<file path="config.mk">
export PLATFORM = sky130hd
export DESIGN_NAME = trial_division_prime_test_top_flat
export DESIGN_NICKNAME = d
export VERILOG_FILES = /design/src/rtl/core/tdp_pkg.sv /design/src/rtl/core/tdp_in_if.sv /design/src/rtl/core/tdp_out_if.sv /design/src/rtl/core/tdp_div.sv /design/src/rtl/core/trial_division_prime_test_top.sv /design/src/flat_wrapper.sv
export SDC_FILE = /design/constraint.sdc
export NUM_CORES = 1
export LEC_CHECK = 0
export BUFFER_PORTS_ARGS = -buffer_cell sky130_fd_sc_hd__buf_4
export CAP_MARGIN = 30
export CELL_PAD_IN_SITES_DETAIL_PLACEMENT = 1
export CELL_PAD_IN_SITES_GLOBAL_PLACEMENT = 1
export CORE_MARGIN = 3
export CORE_UTILIZATION = 41
export CTS_CLUSTER_SIZE = 24
export DETAILED_ROUTE_END_ITERATION = 8
export PLACE_DENSITY_LB_ADDON = 0.1
export SYNTH_ARGS = -nofsm -noshare
export SYNTH_HDL_FRONTEND = slang
export SYNTH_SLANG_ARGS = --single-unit
</file>
<file path="constraint.sdc">
create_clock -name clk -period 3.1 [get_ports clk]
set_input_delay 0.465 -clock clk [delete_from_list [all_inputs] [get_ports clk]]
set_output_delay 0.465 -clock clk [all_outputs]
set_load 0.1 [all_outputs]
</file>
<file path="src/rtl/core/tdp_pkg.sv">
// Package for the trial-division prime test block.
// Holds field widths, parameter defaults and the divider status type.
// No dependencies.
`timescale 1ns / 1ps

package tdp_pkg;

  // Fixed widths of the channel fields
  localparam int CANDIDATE_W = 32;
  localparam int TESTED_W    = 32;

  // Default arithmetic width of the tested number
  localparam int NUMBER_WIDTH_DEF = 32;

  // Status returned by the shared divider
  typedef struct packed {
    logic busy;
    logic done;
  } div_stat_t;

endpackage

</file>
<file path="src/rtl/core/tdp_in_if.sv">
// Input channel interface: valid/ready handshake with the candidate payload.
// Depends on tdp_pkg for the field width.
`timescale 1ns / 1ps

interface tdp_in_if import tdp_pkg::*; ();
  logic                   valid;
  logic                   ready;
  logic [CANDIDATE_W-1:0] candidate;

  modport source (output valid, output candidate, input ready);
  modport sink   (input valid, input candidate, output ready);
endinterface

</file>
<file path="src/rtl/core/tdp_out_if.sv">
// Result channel interface: valid/ready handshake with tested value and flag.
// Depends on tdp_pkg for the field width.
`timescale 1ns / 1ps

interface tdp_out_if import tdp_pkg::*; ();
  logic                valid;
  logic                ready;
  logic [TESTED_W-1:0] tested_value;
  logic                is_prime;

  modport source (output valid, output tested_value, output is_prime, input ready);
  modport sink   (input valid, input tested_value, input is_prime, output ready);
endinterface

</file>
<file path="src/rtl/core/tdp_div.sv">
// Restoring divider, one quotient bit per cycle, shared by all trial divisors.
// Depends on tdp_pkg for the status struct.
`timescale 1ns / 1ps

module tdp_div import tdp_pkg::*; #(
  parameter int NUMBER_WIDTH = NUMBER_WIDTH_DEF
) (
  input  logic                    clk,
  input  logic                    rst_n,
  input  logic                    start,
  input  logic [NUMBER_WIDTH-1:0] dividend,
  input  logic [NUMBER_WIDTH-1:0] divisor,
  output logic [NUMBER_WIDTH-1:0] quotient,
  output logic [NUMBER_WIDTH-1:0] remainder,
  output div_stat_t               stat
);

  localparam int W  = NUMBER_WIDTH;
  localparam int CW = $clog2(W);

  logic          busy_r;
  logic          done_r;
  logic [CW-1:0] cnt_r;
  logic [W-1:0]  rem_r;
  logic [W-1:0]  quo_r;
  logic [W-1:0]  dvs_r;

  logic [W:0]    shifted_nxt;
  logic [W:0]    diff_nxt;
  logic          ge_nxt;
  logic [W-1:0]  rem_nxt;

  // One restoring step: shift in the next dividend bit, subtract if it fits
  always_comb begin
    shifted_nxt = {rem_r, quo_r[W-1]};
    diff_nxt    = shifted_nxt - {1'b0, dvs_r};
    ge_nxt      = (shifted_nxt >= {1'b0, dvs_r});
    rem_nxt     = ge_nxt ? diff_nxt[W-1:0] : shifted_nxt[W-1:0];
  end

  // Sequence control: count W steps, pulse done after the last
  always_ff @(posedge clk) begin
    if (!rst_n) begin
      busy_r <= 1'b0;
      done_r <= 1'b0;
      cnt_r  <= '0;
    end else begin
      done_r <= 1'b0;
      if (start) begin
        busy_r <= 1'b1;
        cnt_r  <= CW'(W - 1);
      end else if (busy_r) begin
        cnt_r <= cnt_r - 1'b1;
        if (cnt_r == '0) begin
          busy_r <= 1'b0;
          done_r <= 1'b1;
        end
      end
    end
  end

  // Datapath: load operands, then shift quotient bits in
  always_ff @(posedge clk) begin
    if (start) begin
      rem_r <= '0;
      quo_r <= dividend;
      dvs_r <= divisor;
    end else if (busy_r) begin
      rem_r <= rem_nxt;
      quo_r <= {quo_r[W-2:0], ge_nxt};
    end
  end

  assign quotient  = quo_r;
  assign remainder = rem_r;
  assign stat.busy = busy_r;
  assign stat.done = done_r;

endmodule

</file>
<file path="src/rtl/core/trial_division_prime_test_top.sv">
// Top level of the trial-division prime test: sequencer around one divider.
// Depends on tdp_pkg, tdp_in_if, tdp_out_if and tdp_div.
//
//   channel  dir  payload                    transaction
//   in_ch    in   candidate[31:0]            valid & ready
//   out_ch   out  tested_value[31:0],        valid & ready
//                 is_prime
//
// Inputs below 4 skip the divider. Otherwise divisors d = 2, 3, ... are
// tried until d exceeds n / d or divides n; each try is one run of the
// shared restoring divider (S_START, then S_DIV until it signals done).
// in_ch.ready is high only while no item is in work. A finished result
// waits in the output register; the block can take the next item meanwhile.
// Synchronous active-low reset clears the sequencer, the held number, the
// trial divisor and the output valid.
`timescale 1ns / 1ps

module trial_division_prime_test_top import tdp_pkg::*; #(
  parameter int NUMBER_WIDTH = NUMBER_WIDTH_DEF
) (
  input logic      clk,
  input logic      rst_n,
  tdp_in_if.sink   in_ch,
  tdp_out_if.source out_ch
);

  localparam int W  = NUMBER_WIDTH;
  localparam int LW = (W < CANDIDATE_W) ? W : CANDIDATE_W;

  localparam logic [1:0] S_IDLE  = 2'd0;
  localparam logic [1:0] S_START = 2'd1;
  localparam logic [1:0] S_DIV   = 2'd2;
  localparam logic [1:0] S_FIN   = 2'd3;

  logic [1:0]          state_r;
  logic [1:0]          state_nxt;
  logic [W-1:0]        num_r;
  logic [W-1:0]        num_nxt;
  logic [W-1:0]        div_r;
  logic [W-1:0]        div_nxt;
  logic                prime_r;
  logic                prime_nxt;
  logic                out_valid_r;
  logic                out_valid_nxt;
  logic [TESTED_W-1:0] out_value_r;
  logic                out_prime_r;
  logic                load_out;

  logic                in_accept;
  logic [W-1:0]        quotient;
  logic [W-1:0]        remainder;
  div_stat_t           div_stat;

  assign in_accept = in_ch.valid && in_ch.ready;
  assign in_ch.ready = (state_r == S_IDLE);

  // Shared divider: n / d and n % d for the current trial divisor
  tdp_div #(
    .NUMBER_WIDTH (NUMBER_WIDTH)
  ) u_div (
    .clk       (clk),
    .rst_n     (rst_n),
    .start     (state_r == S_START),
    .dividend  (num_r),
    .divisor   (div_r),
    .quotient  (quotient),
    .remainder (remainder),
    .stat      (div_stat)
  );

  // Sequencer: classify small inputs, then step through trial divisors
  always_comb begin
    state_nxt = state_r;
    num_nxt   = num_r;
    div_nxt   = div_r;
    prime_nxt = prime_r;
    load_out  = 1'b0;
    case (state_r)
      S_IDLE: begin
        if (in_accept) begin
          num_nxt = W'(in_ch.candidate[LW-1:0]);
          div_nxt = W'(2);
          if (num_nxt < W'(2)) begin
            prime_nxt = 1'b0;
            div_nxt   = '0;
            state_nxt = S_FIN;
          end else if (num_nxt < W'(4)) begin
            prime_nxt = 1'b1;
            div_nxt   = '0;
            state_nxt = S_FIN;
          end else begin
            state_nxt = S_START;
          end
        end
      end
      S_START: begin
        state_nxt = S_DIV;
      end
      S_DIV: begin
        if (div_stat.done) begin
          if (div_r > quotient) begin
            prime_nxt = 1'b1;
            state_nxt = S_FIN;
          end else if (remainder == '0) begin
            prime_nxt = 1'b0;
            state_nxt = S_FIN;
          end else begin
            div_nxt   = div_r + 1'b1;
            state_nxt = S_START;
          end
        end
      end
      S_FIN: begin
        // hold until the output register is free
        if (!out_valid_r || out_ch.ready) begin
          load_out  = 1'b1;
          state_nxt = S_IDLE;
        end
      end
      default: begin
        state_nxt = S_IDLE;
      end
    endcase
  end

  // Output valid: set on load, drop when the transaction completes
  always_comb begin
    out_valid_nxt = out_valid_r;
    if (load_out) begin
      out_valid_nxt = 1'b1;
    end else if (out_ch.ready) begin
      out_valid_nxt = 1'b0;
    end
  end

  always_ff @(posedge clk) begin
    if (!rst_n) begin
      state_r     <= S_IDLE;
      out_valid_r <= 1'b0;
    end else begin
      state_r     <= state_nxt;
      out_valid_r <= out_valid_nxt;
    end
  end

  // Payload registers
  always_ff @(posedge clk) begin
    if (!rst_n) begin
      num_r   <= '0;
      div_r   <= '0;
      prime_r <= 1'b0;
    end else begin
      num_r   <= num_nxt;
      div_r   <= div_nxt;
      prime_r <= prime_nxt;
    end
    if (load_out) begin
      out_value_r <= TESTED_W'(num_r);
      out_prime_r <= prime_r;
    end
  end

  assign out_ch.valid        = out_valid_r;
  assign out_ch.tested_value = out_value_r;
  assign out_ch.is_prime     = out_prime_r;

endmodule
</file>
<file path="src/flat_wrapper.sv">
// flat-port wrapper written by rule: the top's interface ports become plain ports
module trial_division_prime_test_top_flat import tdp_pkg::*;
#(
  parameter int NUMBER_WIDTH = NUMBER_WIDTH_DEF
)
  (clk, rst_n, in_ch_valid, in_ch_candidate, in_ch_ready, out_ch_valid, out_ch_tested_value, out_ch_is_prime, out_ch_ready);
  tdp_in_if in_ch_i ();
  tdp_out_if out_ch_i ();
  input logic clk;
  input logic rst_n;
  input wire logic [$bits(in_ch_i.valid)-1:0] in_ch_valid;
  input wire logic [$bits(in_ch_i.candidate)-1:0] in_ch_candidate;
  output wire logic [$bits(in_ch_i.ready)-1:0] in_ch_ready;
  output wire logic [$bits(out_ch_i.valid)-1:0] out_ch_valid;
  output wire logic [$bits(out_ch_i.tested_value)-1:0] out_ch_tested_value;
  output wire logic [$bits(out_ch_i.is_prime)-1:0] out_ch_is_prime;
  input wire logic [$bits(out_ch_i.ready)-1:0] out_ch_ready;
  assign in_ch_i.valid = in_ch_valid;
  assign in_ch_i.candidate = in_ch_candidate;
  assign in_ch_ready = in_ch_i.ready;
  assign out_ch_valid = out_ch_i.valid;
  assign out_ch_tested_value = out_ch_i.tested_value;
  assign out_ch_is_prime = out_ch_i.is_prime;
  assign out_ch_i.ready = out_ch_ready;
  trial_division_prime_test_top #(.NUMBER_WIDTH(NUMBER_WIDTH)) u_core (.clk(clk), .rst_n(rst_n), .in_ch(in_ch_i), .out_ch(out_ch_i));
endmodule
</file>
======== Word-level counts from Yosys, hierarchy flattened ========
Index checks and enable logic that the tools add are counted.
word-level totals
  word-level logic and storage cells ...... 81
  output and inout bits ................... 35
  input bits .............................. 36
  flip-flop bits (word level) ............. 204
operators by class
  bitwise gates (word level) .............. 2
  reduce and logical (&&, ||, !) cells .... 14
  $add $sub $neg .......................... 3
  order comparisons ....................... 4
  mux-type cells .......................... 35
  equal/unequal tests ..................... 10
operators by type and width
  kind                                                 count
  2-to-1 mux 32 bit                                    8
  case mux 32 bit (2 select lines)                     1
  greater-or-equal comparator 33 x 32 -> 1 bit         1
  adder 32 x 1 -> 32 bit, second input constant        1
  greater-than comparator 32 bit                       1
  zero test 32 bit                                     1
  < comparator 32 x 2 -> 1 bit, second input constant  1
  < comparator 32 x 3 -> 1 bit, second input constant  1
  subtractor 32 bit                                    1
  2-to-1 mux 2 bit                                     8
  2-to-1 mux 1 bit                                     14
  2-to-1 mux 5 bit                                     2
  AND reduction 5 bit                                  2
  != test 2 bit, second input constant                 4
  case mux 2 bit (4 select lines)                      1
  nonzero test 2 bit                                   3
  zero test 5 bit                                      1
  subtractor 5 x 1 -> 5 bit, second input constant     1
  equality test 2 bit, second input constant           2
  != test 3 x 1 -> 1 bit, second input constant        1
  != test 3 bit, second input constant                 1
  AND reduction 3 bit                                  1
  OR reduction 3 bit                                   1
  equality test 2 x 1 -> 1 bit, second input constant  1
  8 further kinds                                      9

======== Logic depth before layout (Yosys ltp) ========
Gate-level depths: netlist of the first run.
  depth after elaboration ................. 5
  mapped depth ............................ 13
  gate-level depth less buffers ........... 12

======== Modules after synthesis ========
From an unflattened synthesis of the first run, not the netlist that was laid out.
unflattened totals
  cell total of the unflattened synthesis .. 1,164
  area total of the unflattened synthesis .. 10,911.7 um2
modules (own cells, without submodules)
  module                         area each (um2)  cells an instance  times used  sequential area each (um2)
  tdp_div                        5,901.9          591                1           2,702.6
  trial_division_prime_test_top  5,009.8          573                1           2,352.3

======== Worst setup path after synthesis of the first run ========
No wires, ideal clock.
  kind .................................... flip-flop to flip-flop
  from .................................... register u_core.u_div.quo_r[21] (netlist: u_core.u_div.quotient[21])
  to ...................................... register u_core.div_r[19]
  setup slack ............................. 0.282 ns
  library setup time ...................... 0.071 ns
  arrival ................................. 2.748 ns
  period minus slack after synthesis ...... 2.818 ns
  cell stages (with the launch flop) ...... 12
  buffers on the path ..................... 0
  required time ........................... 3.029 ns
  path through ............................ edfxtp_1 inv_1 ha_1 a21o_1 a21o_1 a311o_1 a21oi_2 o22ai_2 or3_4 a2111oi_4 or3b_1 a21oi_1
between the ends
  cells in the longest elaborated chain, start to end .. 3
RTL lines
  element                               line                                  source
  start, declared                       tdp_div.sv:25                         logic [W-1:0] quo_r;
  start signal, assigned                tdp_div.sv:66                         quo_r <= dividend;
  start signal, assigned                tdp_div.sv:70                         quo_r <= {quo_r[W-2:0], ge_nxt};
  greater-than comparator 32 bit        trial_division_prime_test_top.sv:101  if (div_r > quotient) begin
  != test 2 bit (no source line)        --
  AND reduction 5 bit (no source line)  --
  end signal, assigned                  trial_division_prime_test_top.sv:154  div_r <= div_nxt;
  end, declared                         trial_division_prime_test_top.sv:39   logic [W-1:0] div_r;
No other way between the ends.
A chain may end at the register's enable or synchronous reset.

======== Worst setup path after layout of the first run ========
Same ends and word-level chain as after synthesis.

==> results of run 1 <==
[state kept, by name (all words and copies together), names as in the netlist]
name and cells:
u_core.u_div.busy_r 1, u_core.u_div.remainder 32, u_core.u_div.dvs_r 32, u_core.out_ch.is_prime 1, u_core.u_div.done_r 1, u_core.u_div.quotient 32
u_core.prime_r 1, u_core.u_div.cnt_r 5, u_core.div_r 32, u_core.num_r 32, u_core.state_r 2, u_core.out_ch.valid 1
u_core.out_ch.tested_value 32
[final timing paths]
| check | startpoint | to | slack, ns | cells after the start |
|---|---|---|---|---|
| setup / recovery | u_core.u_div.quotient[21] | u_core.div_r[19] | 0.1 | 11 |
| hold reg to reg | u_core.prime_r | u_core.out_ch.is_prime | 0.45 | 0 |
| setup reg to reg | u_core.u_div.quotient[21] | u_core.div_r[19] | 0.1 | 11 |
| hold / removal | in_ch_candidate[0] | u_core.num_r[0] | 0.20 | 3 |
[synthesized netlist by cell type (all sizes together), types with 7 or more instances]
library cell,count,area [µm²]
a21boi,7,52.6
a21o,24,180
a21oi,116,584
a31oi,16,100
and3,14,87.6
clkbuf,52,195
dfxtp,107,2140
edfxtp,97,2910
ha,67,838
inv,90,338
mux2i,23,230
nand2,149,559
nand2b,7,43.8
nand3,24,120
nand4,24,163
nor2,50,188
nor2b,8,50.1
nor3,19,105
nor4,30,200
o211ai,7,52.6
o21a,14,105
o21ai,98,490
o31ai,12,90.1
or3,8,55.1
or4,11,82.6
xnor2,22,193
xor2,12,105
[power breakdown]
part / total, mW / internal, mW / switching [mW]
registers: 3.43 / 3.15 / 0.280
logic: 3.81 / 1.62 / 2.19
clock network: 2.88 / 1.72 / 1.16
total: 10.1 / 6.48 / 3.63
[cell type report]
type / instances / area [µm²] / area share [%]
Clock buffer: 36 / 727 / 5.53
Inverter: 90 / 338 / 2.57
Clock inverter: 10 / 96.3 / 0.733
Multi-Input combinational cell: 823 / 5440 / 41.4
Sequential cell: 204 / 5060 / 38.5
Tap cell: 330 / 413 / 3.14
Timing Repair Buffer: 135 / 1070 / 8.12
[logic make-up (layout without fill, tap and decap cells)]
kind of cell | count (synthesis) | after routing | synth area share (%)
flops | 204 | 204 | 46.7
xor+xnor | 34 | 34 | 2.75
simple gates | 362 | 362 | 16.5
fa+ha+maj | 68 | 68 | 7.92
compound gates | 336 | 336 | 18.9
buf+inv | 147 | 271 | 5.14
mux | 23 | 23 | 2.13
[critical path, cell delays in order, from the launching register on]
cell and delay (ns):
edfxtp_1 0.35, inv_1 0.10, ha_1 0.25, a21o_1 0.16, a21o_1 0.18, a311o_1 0.33, a21oi_2 0.14, o22ai_2 0.12
or3_4 0.42, a2111oi_4 0.35, or3b_4 0.42, a21oi_2 0.11
[metal layers]
layer / wire, µm / up-vias
met5: 0 / -
met4: 645 / 0
met3: 1320 / 53
met2: 14800 / 159
met1: 14600 / 4352
li1: - / 4481
[stage by stage]
stage	setup WS, ns	util (%)
4_1_cts	0.0158	50.7
3_5_place_dp	-0.0218	47.3
2_1_floorplan	0.282	-
3_3_place_gp	0.0588	47.3
5_1_grt	-0.0519	51.4
6_report	0.0994	51.4
[what timing repair did]
action / in CTS / in global routing
setup buffers: 0 / 1
gates cloned: 0 / 0
endpoints found under the setup margin: 7 / 55
pin swaps: 0 / 15
resized for setup: 4 / 28
==> results by group, run 1 <==
Timing
  – Period utilization: 96.8%
  – Worst slew pin tran: between 0.7 and 0.8 ns
  – Clk_skew: around 0.012 ns
  – Post-layout minimum cycle time: about 3 ns
  – Final Hold Viols: 0
  – Max_slew headroom: between 50% and 60%
  – Final Max Tran Viols: 0
  – Final Setup Violations: 0
  – Final TNS setup: 0 ns
  – WHS: roughly 0.20 ns
  – Achievable Freq: about 0.33 GHz
  – Unrepaired setup endpoints after global routing: yes

Floorplanning
  – Cell Rows: 58
  – Initial Util: a little over two fifths
  – Core area: approximately 0.026 mm²
  – Top-level port count: 71
  – Die X: about 170 µm
  – DIE HEIGHT: around 170 µm
  – Die area: ~0.028 mm²

Final layout
  – Final #Nets: between 1000 and 1500
  – Layout cell share with drive strength beyond 1: between 10% and 20%
  – Layout Cells excl Fill: 1628
  – Ant diodes: 0
  – Most frequent cells in the layout: 149 x nand2_1, 130 x buf_4, 110 x a21oi_1, 106 x dfxtp_1, 97 x edfxtp_1
  – Fillers: slightly below 3000
  – Post-Layout Inst Area: around 0.013 mm²
  – Area growth syn-to-layout: 21.3%
  – Most common cell after layout, fill and taps aside: nand2_1

Global routing
  – Met2 Use GR: a little over a third
  – Vias in the first global route: 9430
  – Met1 usage: about 29%
  – Most used routing layer in global routing: met2
  – Met3 track demand over resource: roughly 3.4%
  – First-pass GRT wire length: approximately 50000 µm
  – Initial antenna violation count: 0
  – Largest net degree at the start of global routing: 66
  – Tot GR Track Use: 21.5%
  – Total congestion overflow: 0

Power
  – Max VDD drop: 0.476 mV
  – Final Power: ~10 mW
  – Power Dens Cells: 770 mW/mm²
  – Static leakage: between 5 and 6 nW

Placed design
  – DP Wirelength: 22400 µm
  – Cells after DPL: 1581
  – Gpl congestion: roughly 0.85
  – Port Buffers: 70
  – Placed instance area: 0.0121 mm²

Outcome
  – Outcome: complete, no violations

Route
  – DRC: 0
  – Initial DRC Count: between 300 and 400
  – ANT nets after route: 0
  – Vias per cell: ~5.6
  – 1st-pass router iterations: 5
  – Vias: 9045
  – Total wire length: between 30000 and 40000 µm
  – Routed WL per cell: roughly 19 µm

Setup path
  – CP required: 3.55 ns
  – Crit. End Element: flop
  – Worst EP arrival: around 3.5 ns
  – Critical path startpoint category: flop
  – Setup CP Type: reg -> reg
  – CP Max Fanout: 3

Clock network
  – Worst-path clk slew: roughly 0.060 ns
  – TritonCTS Buffers: 25
  – Hold buffers post-CTS: 0
  – CTS max path bufs: 3
  – H-Tree Depth: 1
  – Clock root cell: clkbuf_16
  – CTS tree: yes
  – CTS Sinks: 204
  – Clk Latency, worst-skew pair: around 0.53 ns

Logic synthesis
  – Avg Synthesized Cell Area: a little over 9 µm²
  – Synth Warn #: 0
  – Synthesized cell area: 0.0108 mm²
  – Post-Syn Nets: 1278
  – Synthesized instance count: approximately 1200
  – Most used DFF post-synth: dfxtp_1
  – Sequential share of the synthesized area: ~47%
  – Synth async-reset ratio: 0%
  – Number of flops mapped to enable cells by yosys: between 90 and 100
  – Register bit total from synthesis: between 200 and 250
  – Synth cell types: 66

Run
  – Max Cap Viol: 0

Hold path
  – Worst Hold Class: in -> reg
Note: power is estimated with default switching activity, not from simulation.
==> inputs of run 2 (changes only) <==
- CAP_MARGIN: 30 -> 5
- CORE_UTILIZATION: 41 -> 47
==> run 2 against run 1 <==
  * Sequential cell count did not move
  * Global-route usage increased by 3.7 points
  * Clock-buffer cell count is 9 lower
  * Highest routed layer unchanged
  * Routed wire length up 1.8%
  * Design area down 0.52%
  * Sequential share of layout area grew 0.22 points
  * Combinational power grew 6.3%
  * Clock skew is 0.0075 ns higher
  * Hold slack better by 0.0035 ns
  * Non-clock buffer count is 8 higher
  * Clock power fell by 5%
==> results by group, run 2 (same netlist as run 1, synthesis figures left out) <==
Setup path
  – Reg-to-reg endpoint: u_core.div_r[19] (unchanged)
  – Reg2reg path depth: 11 (unchanged)
  – Crit path buf inv count: 1 (unchanged)
  – R2r startpoint: u_core.u_div.quotient[21] (unchanged)
  – Crit. End Element: flop (unchanged)
  – Cells along the critical path: inv_1 -> ha_1 -> a21o_1 -> a21o_1 -> a311o_1 -> a21oi_2 -> o22ai_2 -> or3_4 -> a2111oi_4 -> or3b_4 -> a21oi_2 (unchanged)
  – Top cell family by delay on the critical path: compound AO/OA/AOI/OAI gates (unchanged)
  – CP Max Fanout: 3 (unchanged)
  – CP required: 3.54 ns (was 3.55 ns)
  – Max incr delay on CP: 0.42 ns (about the same)
  – Slowest CP cell: or3_4 (unchanged)
  – Worst EP arrival: 3.52 ns (was 3.45 ns)
  – R2r setup slk: 0.02 ns (was 0.1 ns)
  – Setup CP Type: reg -> reg (unchanged)
  – Critical path startpoint category: flop (unchanged)

Clock network
  – CTS tree: yes (unchanged)
  – Clock root cell: clkbuf_16 (unchanged)
  – TritonCTS Buffers: 23 (was 25)
  – CTS Sinks: 204 (unchanged)
  – H-Tree Depth: 1 (unchanged)
  – CTS max path bufs: 3 (unchanged)
  – Worst-path clk slew: 0.06 ns (about the same)
  – Hold buffers post-CTS: 0 (unchanged)
  – Clk Latency, worst-skew pair: 0.52 ns (was 0.53 ns)

Final layout
  – Area growth syn-to-layout: 20.7% (was 21.3%)
  – Post-Layout Inst Area: 0.0131 mm² (about the same)
  – Layout Cells excl Fill: 1582 (was 1628)
  – Fillers: 2484 (was 2895)
  – Most common cell after layout, fill and taps aside: nand2_1 (unchanged)
  – Ant diodes: 0 (unchanged)
  – Most frequent cells in the layout: 148 x nand2_1, 137 x buf_4, 112 x a21oi_1, 104 x dfxtp_1, 97 x edfxtp_1 (was 149 x nand2_1, 130 x buf_4, 110 x a21oi_1, 106 x dfxtp_1, 97 x edfxtp_1)
  – Layout cell share with drive strength beyond 1: 17.6% (was 17.1%)
  – Final #Nets: 1389 (was 1383)
  – Final core occ: 58.8% (was 51.4%)

Timing
  – Final Max Tran Viols: 0 (unchanged)
  – Unrepaired setup endpoints after global routing: yes (unchanged)
  – Worst slew pin tran: 0.680 ns (was 0.722 ns)
  – Achievable Freq: 0.324 GHz (was 0.333 GHz)
  – Period utilization: 99.4% (was 96.8%)
  – Post-layout minimum cycle time: 3.08 ns (was 3.00 ns)
  – Clk_skew: 0.0192 ns (was 0.0117 ns)
  – Final Hold Viols: 0 (unchanged)
  – Max_slew headroom: 54.6% (was 51.8%)
  – Final Setup Violations: 0 (unchanged)

Global routing
  – Initial antenna violation count: 0 (unchanged)
  – Vias in the first global route: 9607 (was 9430)
  – Largest net degree at the start of global routing: 66 (unchanged)
  – Total congestion overflow: 0 (unchanged)
  – Tot GR Track Use: 25.3% (was 21.5%)
  – First-pass GRT wire length: 50800 µm (was 50300 µm)

Route
  – Total wire length: 31900 µm (was 31400 µm)
  – Top layer in use: met4 (unchanged)
  – Routed WL per cell: 20.2 µm (was 19.3 µm)
  – DRC: 0 (unchanged)
  – DR WL met3: 1190 µm (was 1320 µm)
  – Vias: 9249 (was 9045)
  – M1 WL: 14500 µm (was 14600 µm)
  – Initial DRC Count: 376 (was 382)
  – 1st-pass router iterations: 4 (was 5)
  – Vias per cell: 5.85 (was 5.56)
  – ANT nets after route: 0 (unchanged)
  – Met2 wire len: 15700 µm (was 14800 µm)

Floorplanning
  – Die area: 0.0249 mm² (was 0.0284 mm²)
  – Top-level port count: 71 (unchanged)
  – DIE HEIGHT: 158 µm (was 169 µm)
  – Cell Rows: 54 (was 58)
  – Core area: 0.0222 mm² (was 0.0255 mm²)
  – Initial Util: 48.7% (was 42.4%)
  – Die X: 158 µm (was 169 µm)

Hold path
  – Min-Delay Startpoint: in_ch_candidate[0] (unchanged)
  – Worst Hold Path EP: u_core.num_r[0] (unchanged)
  – Worst Hold Class: in -> reg (unchanged)
  – Hold Path Depth: 3 (unchanged)

Run
  – Max Cap Viol: 0 (unchanged)

Power
  – Power Dens Cells: 780 mW/mm² (was 770 mW/mm²)
  – Max VDD drop: 0.342 mV (was 0.476 mV)
  – Static leakage: 5.26 nW (was 5.23 nW)

Placed design
  – Cells after DPL: 1532 (was 1581)
  – DP Wirelength: 22200 µm (was 22400 µm)
  – Gpl congestion: 0.818 (was 0.850)
  – Placed instance area: 0.0120 mm² (was 0.0121 mm²)
  – Port Buffers: 70 (unchanged)

Outcome
  – Outcome: complete, no violations (unchanged)
-- run 2: cell types whose count changed in the layout (fill, tap and decap cells not counted), moves of 3 or more --
cell      change
buf_4         +7
clkbuf_8      -6
clkinv_1      +4
clkinv_2      +3
-- run 2: how the worst max path moves through the flow --
stage	cells past startpoint	slack [ns]	start	to
after global placement	12	-0.02	u_core.u_div.quotient[31]	u_core.div_r[29]
after detailed placement	12	-0.11	u_core.u_div.quotient[21]	u_core.div_r[13]
after CTS	11	0.006	u_core.u_div.quotient[17]	u_core.div_r[19]
after floorplan	11	0.28	u_core.u_div.quotient[21]	u_core.div_r[19]
after global routing	11	-0.15	u_core.u_div.quotient[31]	u_core.div_r[19]
final	11	0.02	u_core.u_div.quotient[21]	u_core.div_r[19]
-- run 2: layout make-up --
| type | count | area (µm²) | area share [%] |
|---|---|---|---|
| Timing Repair Buffer | 143 | 1150 | 8.80 |
| Tap cell | 280 | 350 | 2.68 |
| Clock buffer | 27 | 591 | 4.52 |
| Multi-Input combinational cell | 823 | 5430 | 41.5 |
| Clock inverter | 15 | 154 | 1.18 |
| Sequential cell | 204 | 5060 | 38.7 |
| Inverter | 90 | 338 | 2.58 |
-- run 2: metrics by stage --
stage               setup slack, ns  power (mW)  TNS [ns]  hold slack, ns
floorplan                     0.282        5.99         0           0.402
global placement            -0.0212        7.06   -0.0245           0.442
detailed placement           -0.114        7.17    -0.708           0.439
CTS                         0.00615        9.94         0           0.193
global route                 -0.153        10.8     -2.08           0.196
finish                       0.0183        10.2         0           0.200
-- run 2: worst register-to-register path, cell delays in order, from the launching register on --
cell	delay, ns
edfxtp_1	0.38
inv_1	0.12
ha_1	0.26
a21o_1	0.17
a21o_1	0.18
a311o_1	0.31
a21oi_2	0.13
o22ai_2	0.14
or3_4	0.42
a2111oi_4	0.33
or3b_4	0.42
a21oi_2	0.14
-- run 2: routing by layer --
layer  global-route usage (%)  up-vias
met5                        0        -
met3                     3.31       43
li1                         -     4486
met1                     34.0     4523
met4                     6.45        0
met2                     43.3      197
-- run 2: timing repair --
item | 4_1_cts | 5_1_grt
endpoints found under the setup margin | 24 | 53
resized for setup | 9 | 31
pin swaps | 7 | 7
setup buffers | 2 | 4
gates cloned | 0 | 2
-- run 2: report_power, final --
group	switching (mW)	internal (mW)	leakage [nW]
Clock	1.12	1.61	0.361
Sequential	0.270	3.15	1.81
Combinational	2.31	1.74	3.09
Total	3.70	6.50	5.26
==> inputs of run 3 (changes only) <==
- CELL_PAD_IN_SITES_DETAIL_PLACEMENT: 1 -> unset
- CELL_PAD_IN_SITES_GLOBAL_PLACEMENT: 1 -> unset
- CORE_UTILIZATION: 47 -> 61
- PLACE_DENSITY: unset -> 0.8
- PLACE_DENSITY_LB_ADDON: 0.1 -> unset
==> run 3 against run 2 <==
  * The flow now finishes with violations (negative setup slack)
  * Maximum frequency shrank 0.98%
  * Register-to-register slack got worse by 0.03 ns
  * Via count decreased by 1.1%
  * Non-clock buffer count decreased by 21
  * Die area down 22%
  * Final cell count decreased by 4.9%
  * Sequential share of layout area increased by 0.78 points
  * Sequential cell count unchanged
  * Global-route usage grew 1.2 points
  * Routed wire length down 16%
  * Largest cell class unchanged
==> results by group, run 3 (same netlist as run 1, synthesis figures left out) <==
Global routing
  – Largest net degree at the start of global routing: 66 (unchanged)
  – First-pass GRT wire length: 43300 µm (was 50800 µm)
  – Vias in the first global route: 8736 (was 9607)
  – Initial antenna violation count: 0 (unchanged)
  – Tot GR Track Use: 26.5% (was 25.3%)
  – Total congestion overflow: 0 (unchanged)

Setup path
  – Crit. End Element: flop (unchanged)
  – Critical path startpoint category: flop (unchanged)
  – Max incr delay on CP: 0.52 ns (was 0.42 ns)
  – CP Max Fanout: 20 (was 3)
  – R2r startpoint: u_core.u_div.quotient[31] (was u_core.u_div.quotient[21])
  – Setup CP Type: reg -> reg (unchanged)
  – Worst setup startpoint: u_core.u_div.quotient[31] (was u_core.u_div.quotient[21])
  – Slowest CP cell: or4_4 (was or3_4)
  – CP required: 3.52 ns (was 3.54 ns)
  – Worst EP arrival: 3.53 ns (was 3.52 ns)
  – Cells along the critical path: inv_2 -> ha_4 -> nand4_4 -> nor4_4 -> nand4_1 -> o211a_1 -> or3_4 -> buf_12 -> or4_4 -> a21oi_2 (was inv_1 -> ha_1 -> a21o_1 -> a21o_1 -> a311o_1 -> a21oi_2 -> o22ai_2 -> or3_4 -> a2111oi_4 -> or3b_4 -> a21oi_2)

Timing
  – Worst slew pin tran: 1.07 ns (was 0.680 ns)
  – Worst setup margin: -0.0122 ns (was 0.0183 ns)
  – Post-layout minimum cycle time: 3.11 ns (was 3.08 ns)
  – Final Setup Violations: 1 (was 0)
  – Final Hold Viols: 0 (unchanged)
  – Period utilization: 100% (was 99.4%)
  – Max_slew headroom: 28.5% (was 54.6%)
  – Achievable Freq: 0.321 GHz (was 0.324 GHz)
  – Unrepaired setup endpoints after global routing: yes (unchanged)
  – Final Max Tran Viols: 0 (unchanged)
  – Clk_skew: 0.0255 ns (was 0.0192 ns)
  – Final TNS setup: -0.0122 ns (was 0 ns)

Final layout
  – Area of the multi-input gates: 0.00546 mm² (was 0.00543 mm²)
  – Final core occ: 73.8% (was 58.8%)
  – Area growth syn-to-layout: 18.2% (was 20.7%)
  – FF/Latch Area: 0.00506 mm² (about the same)
  – Post-Layout Inst Area: 0.0128 mm² (was 0.0131 mm²)
  – Most common cell after layout, fill and taps aside: nand2_1 (unchanged)
  – Final #Nets: 1367 (was 1389)
  – Ant diodes: 0 (unchanged)
  – Most frequent cells in the layout: 149 x nand2_1, 118 x buf_4, 111 x a21oi_1, 106 x dfxtp_1, 97 x edfxtp_1 (was 148 x nand2_1, 137 x buf_4, 112 x a21oi_1, 104 x dfxtp_1, 97 x edfxtp_1)
  – Fillers: 1206 (was 2484)
  – Layout cell share with drive strength beyond 1: 15.9% (was 17.6%)

Clock network
  – Clock root cell: clkbuf_16 (unchanged)
  – Worst-path clk slew: 0.07 ns (was 0.06 ns)
  – H-Tree Depth: 1 (unchanged)
  – Hold buffers post-CTS: 0 (unchanged)
  – Clk Latency, worst-skew pair: 0.52 ns (about the same)
  – TritonCTS Buffers: 22 (was 23)
  – CTS max path bufs: 3 (unchanged)
  – CTS Sinks: 204 (unchanged)
  – CTS tree: yes (unchanged)

Floorplanning
  – Top-level port count: 71 (unchanged)
  – Initial Util: 62.4% (was 48.7%)
  – Die area: 0.0194 mm² (was 0.0249 mm²)
  – DIE HEIGHT: 139 µm (was 158 µm)
  – Die X: 139 µm (was 158 µm)
  – Cell Rows: 48 (was 54)
  – Core area: 0.0174 mm² (was 0.0222 mm²)

Power
  – Static leakage: 5.12 nW (was 5.26 nW)
  – Final Power: 9.64 mW (was 10.2 mW)
  – Switching power: 3.41 mW (was 3.70 mW)
  – Sequential share of power: 35.5% (was 33.5%)
  – Internal: 6.23 mW (was 6.50 mW)
  – Max VDD drop: 0.589 mV (was 0.342 mV)
  – Logic gate share of total power: 37.2% (was 39.7%)
  – Power Dens Cells: 753 mW/mm² (was 780 mW/mm²)
  – Sw Share: 35.4% (was 36.3%)
  – Part of the power in the clock network: 27.3% (was 26.8%)

Placed design
  – Gpl congestion: 0.918 (was 0.818)
  – Worst slack at placement: -0.105 ns (was -0.114 ns)
  – Placed instance area: 0.0118 mm² (was 0.0120 mm²)
  – DP Wirelength: 18400 µm (was 22200 µm)
  – Port Buffers: 70 (unchanged)

Route
  – DRC: 0 (unchanged)
  – Vias per cell: 6.08 (was 5.85)
  – Vias: 9151 (was 9249)
  – 1st-pass router iterations: 6 (was 4)
  – Routed WL per cell: 17.9 µm (was 20.2 µm)
  – Total wire length: 26800 µm (was 31900 µm)
  – Initial DRC Count: 744 (was 376)
  – ANT nets after route: 0 (unchanged)

Hold path
  – Min-Delay Startpoint: in_ch_candidate[0] (unchanged)
  – Worst Hold Class: in -> reg (unchanged)

Run
  – Max Cap Viol: 0 (unchanged)

Outcome
  – Outcome: finished, violations left (was complete, no violations)
  – Failing checks: negative setup slack
run 3: critical path, delay by kind of cell, from the launching register on:
| family | cells | cell delay, ns |
|---|---|---|
| and+or+nand+nor | 5 | 1.69 |
| AOI/OAI and AO/OA | 2 | 0.39 |
| DFF | 1 | 0.38 |
| adders and majority gates | 1 | 0.29 |
| buffers and inverters | 2 | 0.24 |
run 3: through the flow:
step	std cells	hold WS, ns
4_1_cts	1500	0.183
2_1_floorplan	1174	0.402
3_5_place_dp	1459	0.421
3_3_place_gp	1459	0.436
5_1_grt	1504	0.199
6_report	1504	0.199
run 3: power by group through the flow:
stage | Combinational [mW] | Sequential [mW] | Clock [mW]
3_5_place_dp | 3.43 | 3.47 | 0
4_1_cts | 3.46 | 3.42 | 2.67
2_1_floorplan | 2.58 | 3.41 | 0
5_1_grt | 3.97 | 3.46 | 2.78
6_report | 3.58 | 3.43 | 2.63
3_3_place_gp | 3.36 | 3.47 | 0
run 3: final timing paths:
kind	to	slack, ns	cells after the start
max	u_core.div_r[10]	-0.01	10
min	u_core.num_r[0]	0.20	3
max reg2reg	u_core.div_r[10]	-0.01	10
min reg2reg	u_core.out_ch.tested_value[18]	0.46	0
run 3: metal layers:
metal	GRT usage [%]	wire [µm]	up-vias
met4	6.69	651	0
met1	36.6	11700	4275
met3	4.30	1850	60
met5	0	0	-
li1	-	-	4458
met2	44.0	12700	358
run 3: repair_timing:
item / in CTS / in global routing
pin swaps: 4 / 14
endpoints found under the hold margin: 0 / 0
buffers inserted: 1 / 4
gates resized for setup: 4 / 33
endpoints found under the setup margin: 10 / 46
run 3: cell type report:
cell class / instances / area share, %
multi-input combinational: 823 / 42.6
sequential: 204 / 39.5
timing repair buffer: 122 / 7.34
clock buffer: 26 / 4.42
inverter: 90 / 2.64
tap: 225 / 2.20
clock inverter: 14 / 1.30
